$ cat src/hdl/mi4_ram.sv
`timescale 1ns / 1ps
// Generic single-write, single-read RAM with registered read data.
// No dependencies.
module mi4_ram #(
  parameter int WIDTH = 32,
  parameter int DEPTH = 16
) (
  input  logic                     clk,
  input  logic                     we,
  input  logic [$clog2(DEPTH)-1:0] waddr,
  input  logic [WIDTH-1:0]         wdata,
  input  logic [$clog2(DEPTH)-1:0] raddr,
  output logic [WIDTH-1:0]         rdata
);
  logic [WIDTH-1:0] mem [DEPTH];

  always_ff @(posedge clk) begin
    if (we) mem[waddr] <= wdata;
    rdata <= mem[raddr];
  end
endmodule

$ cat config.mk
export PLATFORM = sky130hd
export DESIGN_NAME = mi4_ram
export DESIGN_NICKNAME = d
export VERILOG_FILES = /design/src/hdl/mi4_ram.sv
export SDC_FILE = /design/constraint.sdc
export NUM_CORES = 1
export LEC_CHECK = 0
export BUFFER_PORTS_ARGS = -buffer_cell sky130_fd_sc_hd__buf_2
export CAP_MARGIN = 40
export CORE_MARGIN = 2
export CORE_UTILIZATION = 40
export DETAILED_ROUTE_END_ITERATION = 10
export PLACE_DENSITY = 0.65
export REMOVE_ABC_BUFFERS = 1
export SLEW_MARGIN = 15
export SYNTH_ARGS = -nofsm -noshare
export SYNTH_HDL_FRONTEND = slang
export SYNTH_SLANG_ARGS = --single-unit
$ cat constraint.sdc
create_clock -name clk -period 10.71 [get_ports clk]
set_clock_uncertainty 0.1 [all_clocks]
set_input_delay 0.5355 -clock clk [delete_from_list [all_inputs] [get_ports clk]]
set_output_delay 0.5355 -clock clk [all_outputs]
set_load 0.1 [all_outputs]
==> run_results.csv <==
group,metric,value,unit
synth,synth_seq_cells,544,
worst_hold_path,min_path_type,"input port to flip-flop",
finish,final_cell_mix,"512 x edfxtp_1, 128 x mux4_2, 71 x buf_2",
global_route,track_usage,16.8,%
synth,synth_area_leaders,"edfxtp_1 77%, mux4_2 15%, dfxtp_1 3.2%",
worst_setup_path,slowest_stage,"buf_4",
die,die_x,227,µm
placed_design,dp.cells,1558,
worst_setup_path,r2r_end,"rdata[15]",
placed_design,port_buffers,73,
placed_design,post-place-ws,7.24,ns
cts,holdBufCountCts,0,
finish,diodes,0,
die,die_area,0.0514,mm²
finish,design_area,0.0230,mm²
sta,whs,0.234,ns
worst_setup_path,worstPathCellList,"clkbuf_8 -> buf_4 -> buf_4 -> mux4_2 -> a22oi_1 -> nand2_1",
worst_hold_path,holdPathEnd,"mem[8][10]",
cts,cts_num_sinks,544,
placed_design,place_congestion,0.674,
worst_hold_path,min-delay-start,"wdata[10]",
detailed_routing,vias,8884,
worst_setup_path,cp_data_required_time,11.07,ns
die,placementRows,81,
detailed_routing,drtIter0Drc,858,
cts,post-cts-setup-buffers,0,
global_route,grt-ovfl-total,0,
worst_setup_path,r2r_start,"mem[11][15]",
sta,fin_crit,2.74,ns
power,leakagePower,7.34,nW
finish,area_growth,15.7,%
cts,ctsResizeCount,0,
cts,cts_max_path_buffers,3,
worst_setup_path,crit_path_start_kind,"input port",
sta,setup_slack,7.97,ns
cts,htreeDepth,2,
die,boundaryPins,74,
worst_setup_path,reg2reg_depth,3,
sta,hold_viol_final,0,
worst_setup_path,crit_fanout,50,
global_route,antenna_found_initial,6,
worst_setup_path,cpMostUsedCell,"buf_4",
detailed_routing,drcViolationCount,0,
die,start_util,40.6,%
cts,clk_pin_slew_worst_paths,0.06,ns
synth,ys_warn_count,0,
global_route,grt_pass1_vias,9084,
cts,cts_root_buf,"clkbuf_16",
sta,tns,0,ns
cts,cts_tree,"done",
worst_setup_path,cp_num_buf_inv,3,
synth,synth_area,0.0199,mm²
detailed_routing,routed_wl,41900,µm
worst_setup_path,crit_type,"input port to flip-flop",
detailed_routing,wire_per_inst,25.2,µm
placed_design,dpl-instance-area,0.0212,mm²
sta,period_share,25.6,%
worst_setup_path,crit_path_end_kind,"flip-flop",
synth,synth_top_area_cell,"edfxtp_1",
sta,fmax,365,MHz
finish,layout.nets,993,
global_route,grt_pass1_wl,61400,µm
sta,setup-violations-final,0,
sta,rsz0062_at_grt,"no",
sta,maxSlewHeadroom,52.5,%
worst_setup_path,cp.arrival,3.09,ns
synth,synth_seq_area_share,80.7,%
sta,worstMarginPinSlew,0.712,ns
run,drv_cap,0,
finish,final_common_cell,"edfxtp_1",
power,p_per_area,198,mW/mm²
cts,cts_buffers,55,
synth,synth_cell_types,18,
cts,clk_latency,0.57,ns
worst_setup_path,r2r_slack,9.26,ns
finish,final_cell_count_no_fill,1660,
detailed_routing,final_antenna_net_count,0,
synth,netlist.area_leader.share,77.4,%
detailed_routing,drtPass1Iterations,5,
finish,drive_above_1_share,32.7,%
synth,synthCells,838,
placed_design,hpwl,19100,µm
worst_setup_path,cpPeakStageDelay,0.64,ns
finish,postLayoutCoreUtil,46.9,%
worst_hold_path,hold-path-cell-count,1,
synth,synth.avg_cell_area,23.7,µm²
die,coreArea,0.0490,mm²
power,power,4.54,mW
power,max-vdd-ir-drop,141,µV
global_route,grt_max_degree,53,
sta,maxSlewViolCount,0,
outcome,outcome,"finished clean",
worst_setup_path,crit_family,"buffers and inverters",
die,die_h,227,µm
detailed_routing,routed_via_density,5.35,
worst max-delay path by stage:
| stage | start | to | slack, ns | cells past startpoint |
|---|---|---|---|---|
| floorplan | waddr[2] | mem[0][0] | 6.89 | 2 |
| global placement | raddr[0] | rdata[11] | 6.84 | 6 |
| detailed placement | raddr[0] | rdata[21] | 7.24 | 6 |
| CTS | raddr[0] | rdata[27] | 7.86 | 6 |
| global route | raddr[0] | rdata[21] | 7.68 | 6 |
| finish | raddr[0] | rdata[11] | 7.97 | 6 |
synth_stat cells (all sizes together):
library cell and instances:
nand2 33, dfxtp 32, a22oi 64, or3b 1, buf 26, nand3 1, nand3b 2, and2 1
edfxtp 512, nor2 13, nor2b 2, clkbuf 17, mux4 128, nand2b 2, nor3 4
registers in the layout, summed over array words and instances (netlist names):
signal  cells
mem       512
rdata      32
power by group:
part,internal (mW),switching (mW)
sequential,2.38,0.0141
clock,1.08,0.764
combinational,0.0861,0.221
cell type report:
cell class	count	area, µm²
fillers	3941	26000
flip-flops and latches	544	16000
multi-input cells	251	3750
clock buffers	86	1610
well taps	664	831
repair buffers	99	637
clock inverters	16	139
kinds of logic (layout without fill, tap and decap cells):
logic type / after synthesis / after routing / share of synthesized area, %
AO/OA/AOI/OAI: 64 / 64 / 2.42
flip-flops: 544 / 544 / 80.7
multiplexers: 128 / 128 / 14.5
AND/OR/NAND/NOR: 59 / 59 / 1.27
buffers and inverters: 43 / 201 / 1.12
routing by layer:
| layer | vias to the layer above | GRT usage [%] | wire length, µm |
|---|---|---|---|
| met5 | - | 0 | 71 |
| li1 | 3793 | - | - |
| met1 | 4724 | 22.4 | 17000 |
| met2 | 286 | 28.2 | 21100 |
| met4 | 10 | 4.39 | 855 |
| met3 | 71 | 3.37 | 2920 |
Power figures use the tool's default switching activity.
