$ cat src/hdl/mi4_pkg.sv
`timescale 1ns / 1ps
// Package for the 4x4 matrix inverse core: number formats, limits and helpers.
// Used by every other file of the block except mi4_ram; depends on nothing.
package mi4_pkg;

  localparam int ENTRY_BITS = 32;
  localparam int FRAC_BITS  = 16;
  localparam int THR_W      = 31;
  localparam int IDX_W      = 4;
  localparam int IW         = 63;
  localparam int MAG_W      = IW - 1;
  localparam int HALF_W     = 32;
  localparam int OPD_W      = 2 * HALF_W;
  localparam int PROD_W     = 2 * OPD_W;
  localparam int NUM_W      = MAG_W + FRAC_BITS + 2;
  localparam int REM_W      = MAG_W + 2;
  localparam int CNT_W      = $clog2(NUM_W + 1);
  localparam int Q_W        = ENTRY_BITS + 1;

  typedef logic signed [IW-1:0]         ival_t;
  typedef logic signed [ENTRY_BITS-1:0] entry_t;

  localparam ival_t INT_LIMIT = {2'b00, {(IW-2){1'b1}}};

  function automatic ival_t clamp(input logic signed [IW:0] v);
    ival_t r;
    if (v > $signed({1'b0, INT_LIMIT})) r = INT_LIMIT;
    else if (v < -$signed({1'b0, INT_LIMIT})) r = -INT_LIMIT;
    else r = v[IW-1:0];
    return r;
  endfunction

  function automatic ival_t sx(input entry_t e);
    return {{(IW-ENTRY_BITS){e[ENTRY_BITS-1]}}, e};
  endfunction

  function automatic logic [MAG_W-1:0] mag(input ival_t v);
    ival_t r;
    r = v[IW-1] ? -v : v;
    return r[MAG_W-1:0];
  endfunction

  // store address of 3x3 minor element k with row skip_r and column skip_c removed;
  // past the minor, row 0 entry of column skip_c
  function automatic logic [IDX_W-1:0] fetch_addr(input logic [3:0] k,
                                                  input logic [1:0] skip_r,
                                                  input logic [1:0] skip_c);
    logic [1:0] r;
    logic [1:0] c;
    r = 2'd0;
    c = skip_c;
    case (k)
      4'd0: begin r = 2'd0; c = 2'd0; end
      4'd1: begin r = 2'd0; c = 2'd1; end
      4'd2: begin r = 2'd0; c = 2'd2; end
      4'd3: begin r = 2'd1; c = 2'd0; end
      4'd4: begin r = 2'd1; c = 2'd1; end
      4'd5: begin r = 2'd1; c = 2'd2; end
      4'd6: begin r = 2'd2; c = 2'd0; end
      4'd7: begin r = 2'd2; c = 2'd1; end
      4'd8: begin r = 2'd2; c = 2'd2; end
      default: begin r = 2'd0; c = skip_c; end
    endcase
    if (k < 4'd9) begin
      if (r >= skip_r) r = r + 2'd1;
      if (c >= skip_c) c = c + 2'd1;
    end
    return {r, c};
  endfunction

endpackage

$ cat src/hdl/mi4_div.sv
`timescale 1ns / 1ps
// Shared restoring divider: adj * 2^F / det, one quotient bit per cycle,
// rounded half away from zero and saturated to the entry range. Depends on mi4_pkg.
module mi4_div (
  input  logic                                clk,
  input  logic                                rst,
  input  logic                                start,
  input  mi4_pkg::ival_t                      a,
  input  mi4_pkg::ival_t                      b,
  output logic signed [mi4_pkg::ENTRY_BITS-1:0] q_out,
  output logic                                done
);
  logic                       busy;
  logic                       fin;
  logic [mi4_pkg::CNT_W-1:0]  cnt;
  logic                       neg;
  logic                       ovf;
  logic [mi4_pkg::REM_W-1:0]  dv;
  logic [mi4_pkg::NUM_W-1:0]  num;
  logic [mi4_pkg::REM_W-1:0]  rem;
  logic [mi4_pkg::Q_W-1:0]    q;
  logic [mi4_pkg::REM_W-1:0]  rs;
  logic                       ge;
  logic [mi4_pkg::Q_W-1:0]    lim;
  logic [mi4_pkg::Q_W-1:0]    qq;
  logic [mi4_pkg::Q_W-1:0]    res;

  always_comb begin
    rs  = {rem[mi4_pkg::REM_W-2:0], num[mi4_pkg::NUM_W-1]};
    ge  = (rs >= dv);
    lim = (mi4_pkg::Q_W'(1) << (mi4_pkg::ENTRY_BITS - 1)) - (neg ? '0 : mi4_pkg::Q_W'(1));
    qq  = (ovf || q > lim) ? lim : q;
    res = neg ? -qq : qq;
  end

  always_ff @(posedge clk) begin
    if (rst) begin
      busy <= 1'b0;
      fin  <= 1'b0;
      done <= 1'b0;
      cnt  <= '0;
    end else begin
      done <= 1'b0;
      if (start) begin
        busy <= 1'b1;
        cnt  <= mi4_pkg::CNT_W'(mi4_pkg::NUM_W);
        neg  <= a[mi4_pkg::IW-1] ^ b[mi4_pkg::IW-1];
        dv   <= {1'b0, mi4_pkg::mag(b), 1'b0};
        num  <= (mi4_pkg::NUM_W'(mi4_pkg::mag(a)) << (mi4_pkg::FRAC_BITS + 1))
                + mi4_pkg::NUM_W'(mi4_pkg::mag(b));
        rem  <= '0;
        q    <= '0;
        ovf  <= 1'b0;
      end else if (busy) begin
        rem <= ge ? rs - dv : rs;
        q   <= {q[mi4_pkg::Q_W-2:0], ge};
        ovf <= ovf | q[mi4_pkg::Q_W-1];
        num <= num << 1;
        cnt <= cnt - mi4_pkg::CNT_W'(1);
        if (cnt == mi4_pkg::CNT_W'(1)) begin
          busy <= 1'b0;
          fin  <= 1'b1;
        end
      end else if (fin) begin
        fin   <= 1'b0;
        done  <= 1'b1;
        q_out <= res[mi4_pkg::ENTRY_BITS-1:0];
      end
    end
  end
endmodule

$ cat config.mk
export PLATFORM = sky130hd
export DESIGN_NAME = mi4_div
export DESIGN_NICKNAME = d
export VERILOG_FILES = /design/src/hdl/mi4_pkg.sv /design/src/hdl/mi4_div.sv
export SDC_FILE = /design/constraint.sdc
export NUM_CORES = 1
export LEC_CHECK = 0
export BUFFER_PORTS_ARGS = -buffer_cell sky130_fd_sc_hd__buf_4
export CORE_AREA = 2 2 192 194
export CTS_CLUSTER_SIZE = 24
export DETAILED_ROUTE_END_ITERATION = 6
export DIE_AREA = 0 0 194 196
export PLACE_DENSITY = 0.92
export SYNTH_ARGS = -nofsm -noshare
export SYNTH_HDL_FRONTEND = slang
export SYNTH_SLANG_ARGS = --single-unit
$ cat constraint.sdc
create_clock -name clk -period 11.1 [get_ports clk]
set_clock_uncertainty 0.1 [all_clocks]
set_input_delay 1.665 -clock clk [delete_from_list [all_inputs] [get_ports clk]]
set_output_delay 1.665 -clock clk [all_outputs]
set_load 0.005 [all_outputs]
==> impl_metrics.toml <==
[logic_synthesis]
synthesis.area_mm2 = 0.0227
synthFlopType = "edfxtp_1"
async_flop_share = 0
ys_top_cells_by_area = "edfxtp_1 (36%), ha_1 (7.8%), xnor2_1 (6.3%)"
syn_inst = 2459
synthTopCellsByCount = "edfxtp_1 (272), nor2_1 (220), a21oi_1 (206)"
synth_nets = 2731
synth_top_area_cell = "edfxtp_1"
synth-seq-cells = 282
synth_top_cell_area_share = 0.359
synth.distinct_cells = 111
synth-edff-count = 272
yosysMostFrequentCell = "edfxtp_1"
syn_avg_cell_area_um2 = 9.24
ys_seq_area_frac = 0.368
yosys_warnings = 0

[die]
start_util = 0.630
io_pins = 162
die_w_um = 194
row_count = 70
coreArea_mm2 = 0.0361
die_h_um = 196
die_area_mm2 = 0.0380

[drt]
drtPass1Iterations = 7
viasPerCell = 6.59
post-route-drc-count = 13
drt-wirelength-per-cell_um = 19.6
wl_mm = 59.5
ant_nets = 0
via_count = 20000
drt_iter0_drc = 2046

[clock_network]
cts_setup_buffers = 0
ctsHoldBuffers = 0
cts_buffer_depth = 3
cts-resized-gates = 0
numClockSinks = 282
clock_tree.root_cell = "clkbuf_16"
cts_made_buffers = 30
cts_tree = "done"
insertion_delay_ns = 0.58
clk_pin_slew_ns = 0.06
htree_levels = 1

[global_route]
grt_max_degree = 112
grt.total_usage = 0.305
gr-usage-met3 = 0.0440
antenna_found_initial = 1
grt_busiest_layer = "met2"
overflow = 0
use_met1 = 0.409
grt_pass1_vias = 19000
use_met2 = 0.506
grt_pass1_wl_mm = 96.2

[pwr]
powerDensity_mw_per_mm2 = 143
leakage_nw = 9.80
ir_worst_vdd_mv = 0.129

[final_layout]
multi_input_area_mm2 = 0.0134
syn_to_final_growth_pct = 10.4
final_area_mm2 = 0.0251
register_area_mm2 = 0.00837
nFillCells = 2629
final_nets = 2823
final_util = 0.695
drive_above_1_share = 0.124

[worst_hold_path]
holdCritPathClass = "reg2reg"
worstHoldEndpoint = "done"
holdPathStages = 1
hp-start = "fin"

[setup_path]
cp-startpoint = "b[4]"
r2r-start = "neg"
crit_path_start_kind = "primary input"
reg2reg_depth = 18
r2r-end = "q_out[16]"
crit_top_cell = "nand3_1"
cp_cell_sequence = "buf_4 > nor4_1 > and3_1 > nand3_1 > o21ai_0 > xnor2_1 > ha_1 > a21oi_1 > nand3_1 > a311oi_1 > o31ai_1 > maj3_2 > a221oi_2 > o31ai_2 > a41o_1 > o211a_4 > nor3_4 > o21a_2 > o221ai_1"
path_class = "in2reg"
arrival_ns = 7.39
cp_slowest_cell = "nor4_1"
worstSetupEndpointType = "flip-flop"
cp_max_fo = 11
cp.required_ns = 11.28
rrSetupSlack_ns = 5.27
cpPeakStageDelay_ns = 0.97
path_delay_family = "compound AO/OA/AOI/OAI gates"
path_buf_inv = 1

[place]
dp_hpwl_mm = 42.9
dpl_cell_area_mm2 = 0.0241
io_buffers = 161
gp_congestion = 0.981
dp_slack_ns = 3.45

[timing]
setup_ws_ns = 3.89
hold_violations = 0
fin_setup_tns_ns = 0
period_share = 0.649
grt_setup_unrepaired = "false"
period_needed_ns = 7.21
slew_headroom = 0.227
max_freq_ghz = 0.139
drv_slew = 0
finalSetupViolCount = 0
worstMarginPinSlew_ns = 1.15

[flow_run]
drv_cap = 0

[status]
violations = "DRC"
status = "finished, violations left"
## power breakdown
group	switching (W)	internal [W]
clock network	0.000427	0.000579
logic	0.000728	0.000502
registers	0.0000512	0.00130
## area by class of cell
cell class,count,area share
Antenna cell,1,0.0000998
Clock buffer,37,0.0318
Clock inverter,18,0.00683
Inverter,121,0.0183
Multi-Input combinational cell,1943,0.534
Sequential cell,282,0.334
Tap cell,468,0.0233
Timing Repair Buffer,173,0.0519
## cells by family after synthesis
family | synth area share
xor+xnor | 0.0938
buf+inv | 0.0436
fa+ha+maj | 0.0822
compound gates | 0.206
simple gates | 0.180
mux | 0.0259
flops | 0.368
## layer usage
layer,up-vias,routed length [um]
li1,9356,-
met1,9482,24400
met2,1024,27600
met3,181,5330
met4,0,2200
met5,-,0
## worst register-to-register path, cell delays in order (launching register included)
cell	delay [ns]
edfxtp_1	0.32
buf_4	0.53
inv_2	0.49
ha_1	0.43
nand4b_1	0.12
nand2b_1	0.17
nor3_1	0.20
nor2b_1	0.23
o31a_1	0.14
buf_4	0.38
nand2_1	0.26
a21boi_0	0.25
inv_1	0.09
ha_1	0.39
o21ai_1	0.35
a21oi_1	0.47
mux2_2	0.40
o21ai_0	0.15
o21ai_0	0.09
## cells in the final DEF (no fill, tap or decap), drive strengths merged, types with 12 or more instances in the layout
cell / netlist / routed
o21ai: 141 / 141
edfxtp: 272 / 272
buf: 28 / 173
or2: 17 / 17
mux2: 30 / 30
nor2: 221 / 221
a21o: 75 / 75
clkbuf: 85 / 37
nor2b: 50 / 50
nand3: 61 / 61
xor2: 70 / 70
nor4: 21 / 21
ha: 141 / 141
or3: 33 / 33
a21oi: 206 / 206
o41ai: 24 / 24
a211oi: 15 / 15
o211ai: 24 / 24
and2: 16 / 16
and3: 17 / 17
or4: 26 / 26
xnor2: 163 / 163
nand2: 176 / 176
nand4: 34 / 34
inv: 119 / 120
clkinv: 2 / 15
nor3: 60 / 60
nand2b: 20 / 20
o21a: 14 / 14
o31ai: 54 / 54
o21bai: 18 / 18
mux2i: 25 / 25
a31oi: 28 / 28
and4: 12 / 12
## flip-flops by register name, indices dropped and copies added, names as in the netlist
signal,cells
dv,62
rem,63
done,1
ovf,1
q_out,32
neg,1
q,33
busy,1
fin,1
cnt,7
num,80
## how the worst max path moves through the flow
stage,cells after the start,slack [ns],to
floorplan,21,4.51,num[73]
global placement,19,3.53,num[69]
detailed placement,19,3.45,num[71]
CTS,19,4.05,num[71]
global route,19,3.29,num[62]
finish,19,3.89,num[62]
## stage by stage
stage	instances	power, W	hold WS [ns]
finish	3043	0.00359	0.397
global route	3043	0.00376	0.413
CTS	3042	0.00357	0.392
detailed placement	2987	0.00256	0.375
global placement	2987	0.00251	0.362
floorplan	2459	0.00227	0.346
(Power assumes the default switching activity.)
