$ cat src/hdl/mi4_pkg.sv
`timescale 1ns / 1ps
// Package for the 4x4 matrix inverse core: number formats, limits and helpers.
// Used by every other file of the block except mi4_ram; depends on nothing.
package mi4_pkg;

  localparam int ENTRY_BITS = 32;
  localparam int FRAC_BITS  = 16;
  localparam int THR_W      = 31;
  localparam int IDX_W      = 4;
  localparam int IW         = 63;
  localparam int MAG_W      = IW - 1;
  localparam int HALF_W     = 32;
  localparam int OPD_W      = 2 * HALF_W;
  localparam int PROD_W     = 2 * OPD_W;
  localparam int NUM_W      = MAG_W + FRAC_BITS + 2;
  localparam int REM_W      = MAG_W + 2;
  localparam int CNT_W      = $clog2(NUM_W + 1);
  localparam int Q_W        = ENTRY_BITS + 1;

  typedef logic signed [IW-1:0]         ival_t;
  typedef logic signed [ENTRY_BITS-1:0] entry_t;

  localparam ival_t INT_LIMIT = {2'b00, {(IW-2){1'b1}}};

  function automatic ival_t clamp(input logic signed [IW:0] v);
    ival_t r;
    if (v > $signed({1'b0, INT_LIMIT})) r = INT_LIMIT;
    else if (v < -$signed({1'b0, INT_LIMIT})) r = -INT_LIMIT;
    else r = v[IW-1:0];
    return r;
  endfunction

  function automatic ival_t sx(input entry_t e);
    return {{(IW-ENTRY_BITS){e[ENTRY_BITS-1]}}, e};
  endfunction

  function automatic logic [MAG_W-1:0] mag(input ival_t v);
    ival_t r;
    r = v[IW-1] ? -v : v;
    return r[MAG_W-1:0];
  endfunction

  // store address of 3x3 minor element k with row skip_r and column skip_c removed;
  // past the minor, row 0 entry of column skip_c
  function automatic logic [IDX_W-1:0] fetch_addr(input logic [3:0] k,
                                                  input logic [1:0] skip_r,
                                                  input logic [1:0] skip_c);
    logic [1:0] r;
    logic [1:0] c;
    r = 2'd0;
    c = skip_c;
    case (k)
      4'd0: begin r = 2'd0; c = 2'd0; end
      4'd1: begin r = 2'd0; c = 2'd1; end
      4'd2: begin r = 2'd0; c = 2'd2; end
      4'd3: begin r = 2'd1; c = 2'd0; end
      4'd4: begin r = 2'd1; c = 2'd1; end
      4'd5: begin r = 2'd1; c = 2'd2; end
      4'd6: begin r = 2'd2; c = 2'd0; end
      4'd7: begin r = 2'd2; c = 2'd1; end
      4'd8: begin r = 2'd2; c = 2'd2; end
      default: begin r = 2'd0; c = skip_c; end
    endcase
    if (k < 4'd9) begin
      if (r >= skip_r) r = r + 2'd1;
      if (c >= skip_c) c = c + 2'd1;
    end
    return {r, c};
  endfunction

endpackage

$ cat src/hdl/mi4_mul.sv
`timescale 1ns / 1ps
// Shared fixed-point multiplier: four 32x32 partial products, then round and saturate.
// Depends on mi4_pkg.
module mi4_mul (
  input  logic           clk,
  input  logic           rst,
  input  logic           start,
  input  mi4_pkg::ival_t a,
  input  mi4_pkg::ival_t b,
  output mi4_pkg::ival_t p,
  output logic           done
);
  logic                        busy;
  logic                        fin;
  logic [1:0]                  cnt;
  logic                        neg;
  logic [mi4_pkg::OPD_W-1:0]   ma;
  logic [mi4_pkg::OPD_W-1:0]   mb;
  logic [mi4_pkg::PROD_W-1:0]  acc;
  logic [mi4_pkg::HALF_W-1:0]  ah;
  logic [mi4_pkg::HALF_W-1:0]  bh;
  logic [mi4_pkg::OPD_W-1:0]   pp;
  logic [mi4_pkg::PROD_W-1:0]  pp_sh;
  logic [mi4_pkg::PROD_W-1:0]  rs;
  logic [mi4_pkg::PROD_W-1:0]  rl;
  mi4_pkg::ival_t              r;

  always_comb begin
    ah = cnt[1] ? ma[mi4_pkg::OPD_W-1:mi4_pkg::HALF_W] : ma[mi4_pkg::HALF_W-1:0];
    bh = cnt[0] ? mb[mi4_pkg::OPD_W-1:mi4_pkg::HALF_W] : mb[mi4_pkg::HALF_W-1:0];
    pp = mi4_pkg::OPD_W'(ah) * mi4_pkg::OPD_W'(bh);
    case (cnt)
      2'd0:    pp_sh = mi4_pkg::PROD_W'(pp);
      2'd3:    pp_sh = mi4_pkg::PROD_W'(pp) << (2 * mi4_pkg::HALF_W);
      default: pp_sh = mi4_pkg::PROD_W'(pp) << mi4_pkg::HALF_W;
    endcase
    rs = acc + (mi4_pkg::PROD_W'(1) << (mi4_pkg::FRAC_BITS - 1));
    rl = rs >> mi4_pkg::FRAC_BITS;
    r  = (rl > mi4_pkg::PROD_W'(mi4_pkg::INT_LIMIT)) ? mi4_pkg::INT_LIMIT
                                                     : rl[mi4_pkg::IW-1:0];
  end

  always_ff @(posedge clk) begin
    if (rst) begin
      busy <= 1'b0;
      fin  <= 1'b0;
      done <= 1'b0;
      cnt  <= 2'd0;
    end else begin
      done <= 1'b0;
      if (start) begin
        busy <= 1'b1;
        cnt  <= 2'd0;
        acc  <= '0;
        neg  <= a[mi4_pkg::IW-1] ^ b[mi4_pkg::IW-1];
        ma   <= mi4_pkg::OPD_W'(mi4_pkg::mag(a));
        mb   <= mi4_pkg::OPD_W'(mi4_pkg::mag(b));
      end else if (busy) begin
        acc <= acc + pp_sh;
        cnt <= cnt + 2'd1;
        if (cnt == 2'd3) begin
          busy <= 1'b0;
          fin  <= 1'b1;
        end
      end else if (fin) begin
        fin  <= 1'b0;
        done <= 1'b1;
        p    <= neg ? -r : r;
      end
    end
  end
endmodule

$ cat config.mk
export PLATFORM = sky130hd
export DESIGN_NAME = mi4_mul
export DESIGN_NICKNAME = d
export VERILOG_FILES = /design/src/hdl/mi4_pkg.sv /design/src/hdl/mi4_mul.sv
export SDC_FILE = /design/constraint.sdc
export NUM_CORES = 2
export LEC_CHECK = 0
export ABC_AREA = 1
export BUFFER_PORTS_ARGS = -buffer_cell sky130_fd_sc_hd__buf_2
export CORE_UTILIZATION = 45
export CTS_CLUSTER_DIAMETER = 150
export DETAILED_ROUTE_END_ITERATION = 16
export GPL_TIMING_DRIVEN = 1
export PLACE_DENSITY = 0.74
export SLEW_MARGIN = 10
export SYNTH_ARGS = -nofsm -noshare
export SYNTH_HDL_FRONTEND = slang
export SYNTH_SLANG_ARGS = --single-unit
$ cat constraint.sdc
create_clock -name clk -period 9.53 [get_ports clk]
set_input_delay 0.953 -clock clk [delete_from_list [all_inputs] [get_ports clk]]
set_output_delay 0.953 -clock clk [all_outputs]
set_load 0.03 [all_outputs]
==> run metrics <==
worst-path fanout max=8; largest net degree at the start of global routing=129; number of hold buffers added after CTS=0; distinct cell type count after synthesis=63; largest cells by area after synthesis=sky130_fd_sc_hd__fa_1 28%, sky130_fd_sc_hd__edfxtp_1 15%, sky130_fd_sc_hd__inv_1 10%; total of flip-flops plus latches after synthesis=321; number of warning messages in the yosys log=0; violations in the final reports=setup timing; detailed-routing wirelength on met1=119000 µm; die outline area=145000 µm²; core utilization of the finished layout=62.2%; sequential cell area fraction in the yosys report=14.9%; cell accounting for the most synthesized area=sky130_fd_sc_hd__fa_1; share of synthesized flip-flops with an asynchronous set or reset=0%; final weighted congestion of routability-driven global placement=1.12; Num CTS Buffers=44; wire length of the first global-routing pass=435000 µm; clock edge transition at the registers on the reported setup and hold paths=0.06 ns; Post-synth EDFFs=316; All-Layer GR Usage=40.7%; number of hold violations in the final report=0; CP max-delay cell=sky130_fd_sc_hd__fa_1; synthesized area per cell=7.34 µm²; share of post-route cells with drive strength above 1=28.6%; fraction of synthesized cell area taken by the top area cell type=27.9%; path class of the lowest-slack min-delay path=flop to flop; RSZ-0062 raised after global routing=true; DP Area=79200 µm²; Rows=138; initial cell density of the core=45.4%; worst slew margin relative to its limit=26.2%; Clk Tree Root Cell=sky130_fd_sc_hd__clkbuf_16; buffer depth of the longest clock path=3; final number of setup-violating endpoints=98; worst slew pin tran=1.11 ns; arrival time of the worst setup path=11.22 ns; aggregate routed wire length=305000 µm; detailed-router iteration count before antenna repair=8; Chip Height=380 µm; critical path start-end classification=flop to flop; TritonCTS clock tree=yes; post-detailed-route DRC marker count=0; number of antenna violations at the first check in global routing=10; number of instances in the synthesized netlist=8775; clock latency reported for the late side of the worst-skew pair=0.66 ns; HPWL reported at the end of detailed placement=255000 µm; routed length on met2=127000 µm; endpoint class of the critical path=flop; Net count, final=11.9k; Max Clock Freq=93.0 MHz; total count of max-transition violations in the final report=0; clock tree skew after final layout=0.0457 ns; WL per Instance=24.5 µm; top_reg_cell synth=sky130_fd_sc_hd__edfxtp_1; x dimension of the die=380 µm; CP Data Required Time=9.99 ns; core footprint=142000 µm²; via count=69.9k; 1st-iter DRT viols=8135; total number of H-tree levels=2; clock period minus final worst setup slack=10.76 ns; final worst path period share=113%; via count of the first global-routing pass=67.9k; kind of launch point of the worst setup path=flop; crit path setup slack, layout=-1.23 ns; mean number of vias per cell=5.62; routed wl met3=43900 µm; CTS Sinks=321; Synth Net Count=10.2k; result of the run=complete, but fails checks; slowest stage delay, CP=0.54 ns; total congestion overflow after global routing=0; final cell area excluding filler cells=88200 µm²; pre-CTS setup slack=-2.25 ns; CP dominant cell by count=sky130_fd_sc_hd__buf_4; number of nets with antenna violations after routing=0; post-synthesis instance area=64400 µm²; IO Port Bufs=192; Top-Level Pins=193; area growth from synthesis to layout=37.0%; highest routed layer=met5; max cap viols=0
==> worst paths after layout <==
| kind | from | endpoint | slack (ns) | cells past startpoint |
|---|---|---|---|---|
| worst max-delay path | cnt[1]$_SDFFE_PP0P_ | acc[127]$_SDFFCE_PP0P_ | -1.23 | 51 |
| worst min-delay path | fin$_SDFFE_PP0P_ | fin$_SDFFE_PP0P_ | 0.52 | 2 |
| worst max register to register | cnt[1]$_SDFFE_PP0P_ | acc[127]$_SDFFCE_PP0P_ | -1.23 | 51 |
| worst min register to register | fin$_SDFFE_PP0P_ | fin$_SDFFE_PP0P_ | 0.52 | 2 |
==> logic make-up (layout without fill, tap and decap cells) <==
logic type      after synthesis  after routing  synth area share, %
simple gates               3725           3725                 24.0
buf+inv                    2009           3782                 11.8
fa+ha+maj                  1300           1300                 35.7
compound gates             1135           1135                 9.75
flops                       321            321                 14.9
xor+xnor                    285            285                 3.88
other cells                   0             16                    0
==> registers in the layout, summed over array words and instances (netlist names) <==
signal / flops
p: 63
fin: 1
ma: 62
done: 1
mb: 62
busy: 1
acc: 128
neg: 1
cnt: 2
==> Yosys cell counts (all sizes together) (72+ instances only) <==
cell and count:
a21oi 493, a31oi 99, clkbuf 201, edfxtp 316, fa 897, ha 403
inv 1750, nand2 1615, nand3 184, nor2 1656, nor3 75, o21ai 346
or2 72, xnor2 128, xor2 157
==> critical path, delay by kind of cell, from the launching register on <==
| family | cells | cell delay [ns] |
|---|---|---|
| compound gates | 10 | 1.52 |
| simple gates | 9 | 1.26 |
| flops | 1 | 0.39 |
| fa+ha+maj | 10 | 4.64 |
| xor+xnor | 1 | 0.20 |
| buf+inv | 21 | 2.50 |
==> routing by layer <==
metal	global-route usage, %	vias to the layer above
met5	0.728	-
met4	15.4	8
met3	14.1	878
met2	58.8	4411
met1	55.6	34000
li1	-	30700
==> layout make-up <==
type | count | area, µm²
Inverter | 1784 | 6750
Clock inverter | 34 | 370
Fill cell | 12300 | 53500
Antenna cell | 16 | 40.0
Clock buffer | 46 | 1110
Sequential cell | 321 | 9600
Multi-Input combinational cell | 6445 | 51900
Timing Repair Buffer | 1918 | 16100
Tap cell | 1890 | 2360
==> layout by cell type (no fill, tap or decap), types with 34 or more instances in the layout <==
cell type,netlist,final
sky130_fd_sc_hd__clkbuf_16,0,49
sky130_fd_sc_hd__buf_6,2,104
sky130_fd_sc_hd__o21a_1,52,50
sky130_fd_sc_hd__nand2_2,9,83
sky130_fd_sc_hd__nor2_4,18,75
sky130_fd_sc_hd__inv_1,1743,1641
sky130_fd_sc_hd__o21ai_4,0,39
sky130_fd_sc_hd__nand4_1,55,55
sky130_fd_sc_hd__a21oi_4,0,37
sky130_fd_sc_hd__o22ai_1,56,34
sky130_fd_sc_hd__fa_2,0,44
sky130_fd_sc_hd__o21ai_0,294,184
sky130_fd_sc_hd__nand2_1,1602,1509
sky130_fd_sc_hd__o21ai_1,51,71
sky130_fd_sc_hd__buf_2,3,192
sky130_fd_sc_hd__xor2_1,157,152
sky130_fd_sc_hd__buf_4,1,1484
sky130_fd_sc_hd__ha_4,0,67
sky130_fd_sc_hd__nor2_1,1588,1447
sky130_fd_sc_hd__inv_2,7,103
sky130_fd_sc_hd__a21oi_2,0,103
sky130_fd_sc_hd__a21oi_1,493,353
sky130_fd_sc_hd__o21ai_2,1,52
sky130_fd_sc_hd__nand3_1,159,142
sky130_fd_sc_hd__nor2_2,47,131
sky130_fd_sc_hd__nor3_1,70,59
sky130_fd_sc_hd__edfxtp_1,316,316
sky130_fd_sc_hd__or2_2,72,62
sky130_fd_sc_hd__a31oi_1,99,70
sky130_fd_sc_hd__ha_1,403,332
sky130_fd_sc_hd__buf_12,1,112
sky130_fd_sc_hd__xnor2_1,128,114
sky130_fd_sc_hd__fa_1,897,853
==> metrics by stage <==
stage / instances / hold slack [ns] / setup TNS (ns)
CTS: 12300 / 0.495 / -68.98
floorplan: 8775 / 0.445 / 0
finish: 12500 / 0.516 / -75.53
global route: 12400 / 0.513 / -102.14
global placement: 12100 / 0.465 / -146.13
detailed placement: 12100 / 0.494 / -154.74
==> timing repair <==
action | in CTS | in global routing
endpoints found under the setup margin | 106 | 108
gates cloned | 9 | 5
setup buffers | 126 | 127
endpoints found under the hold margin | 0 | 0
pin swaps | 183 | 281
gates resized for setup | 512 | 746
Power is left out: the tool's default activity adds up to more than one toggle a clock period on the data nets, which glitch-free logic cannot reach.
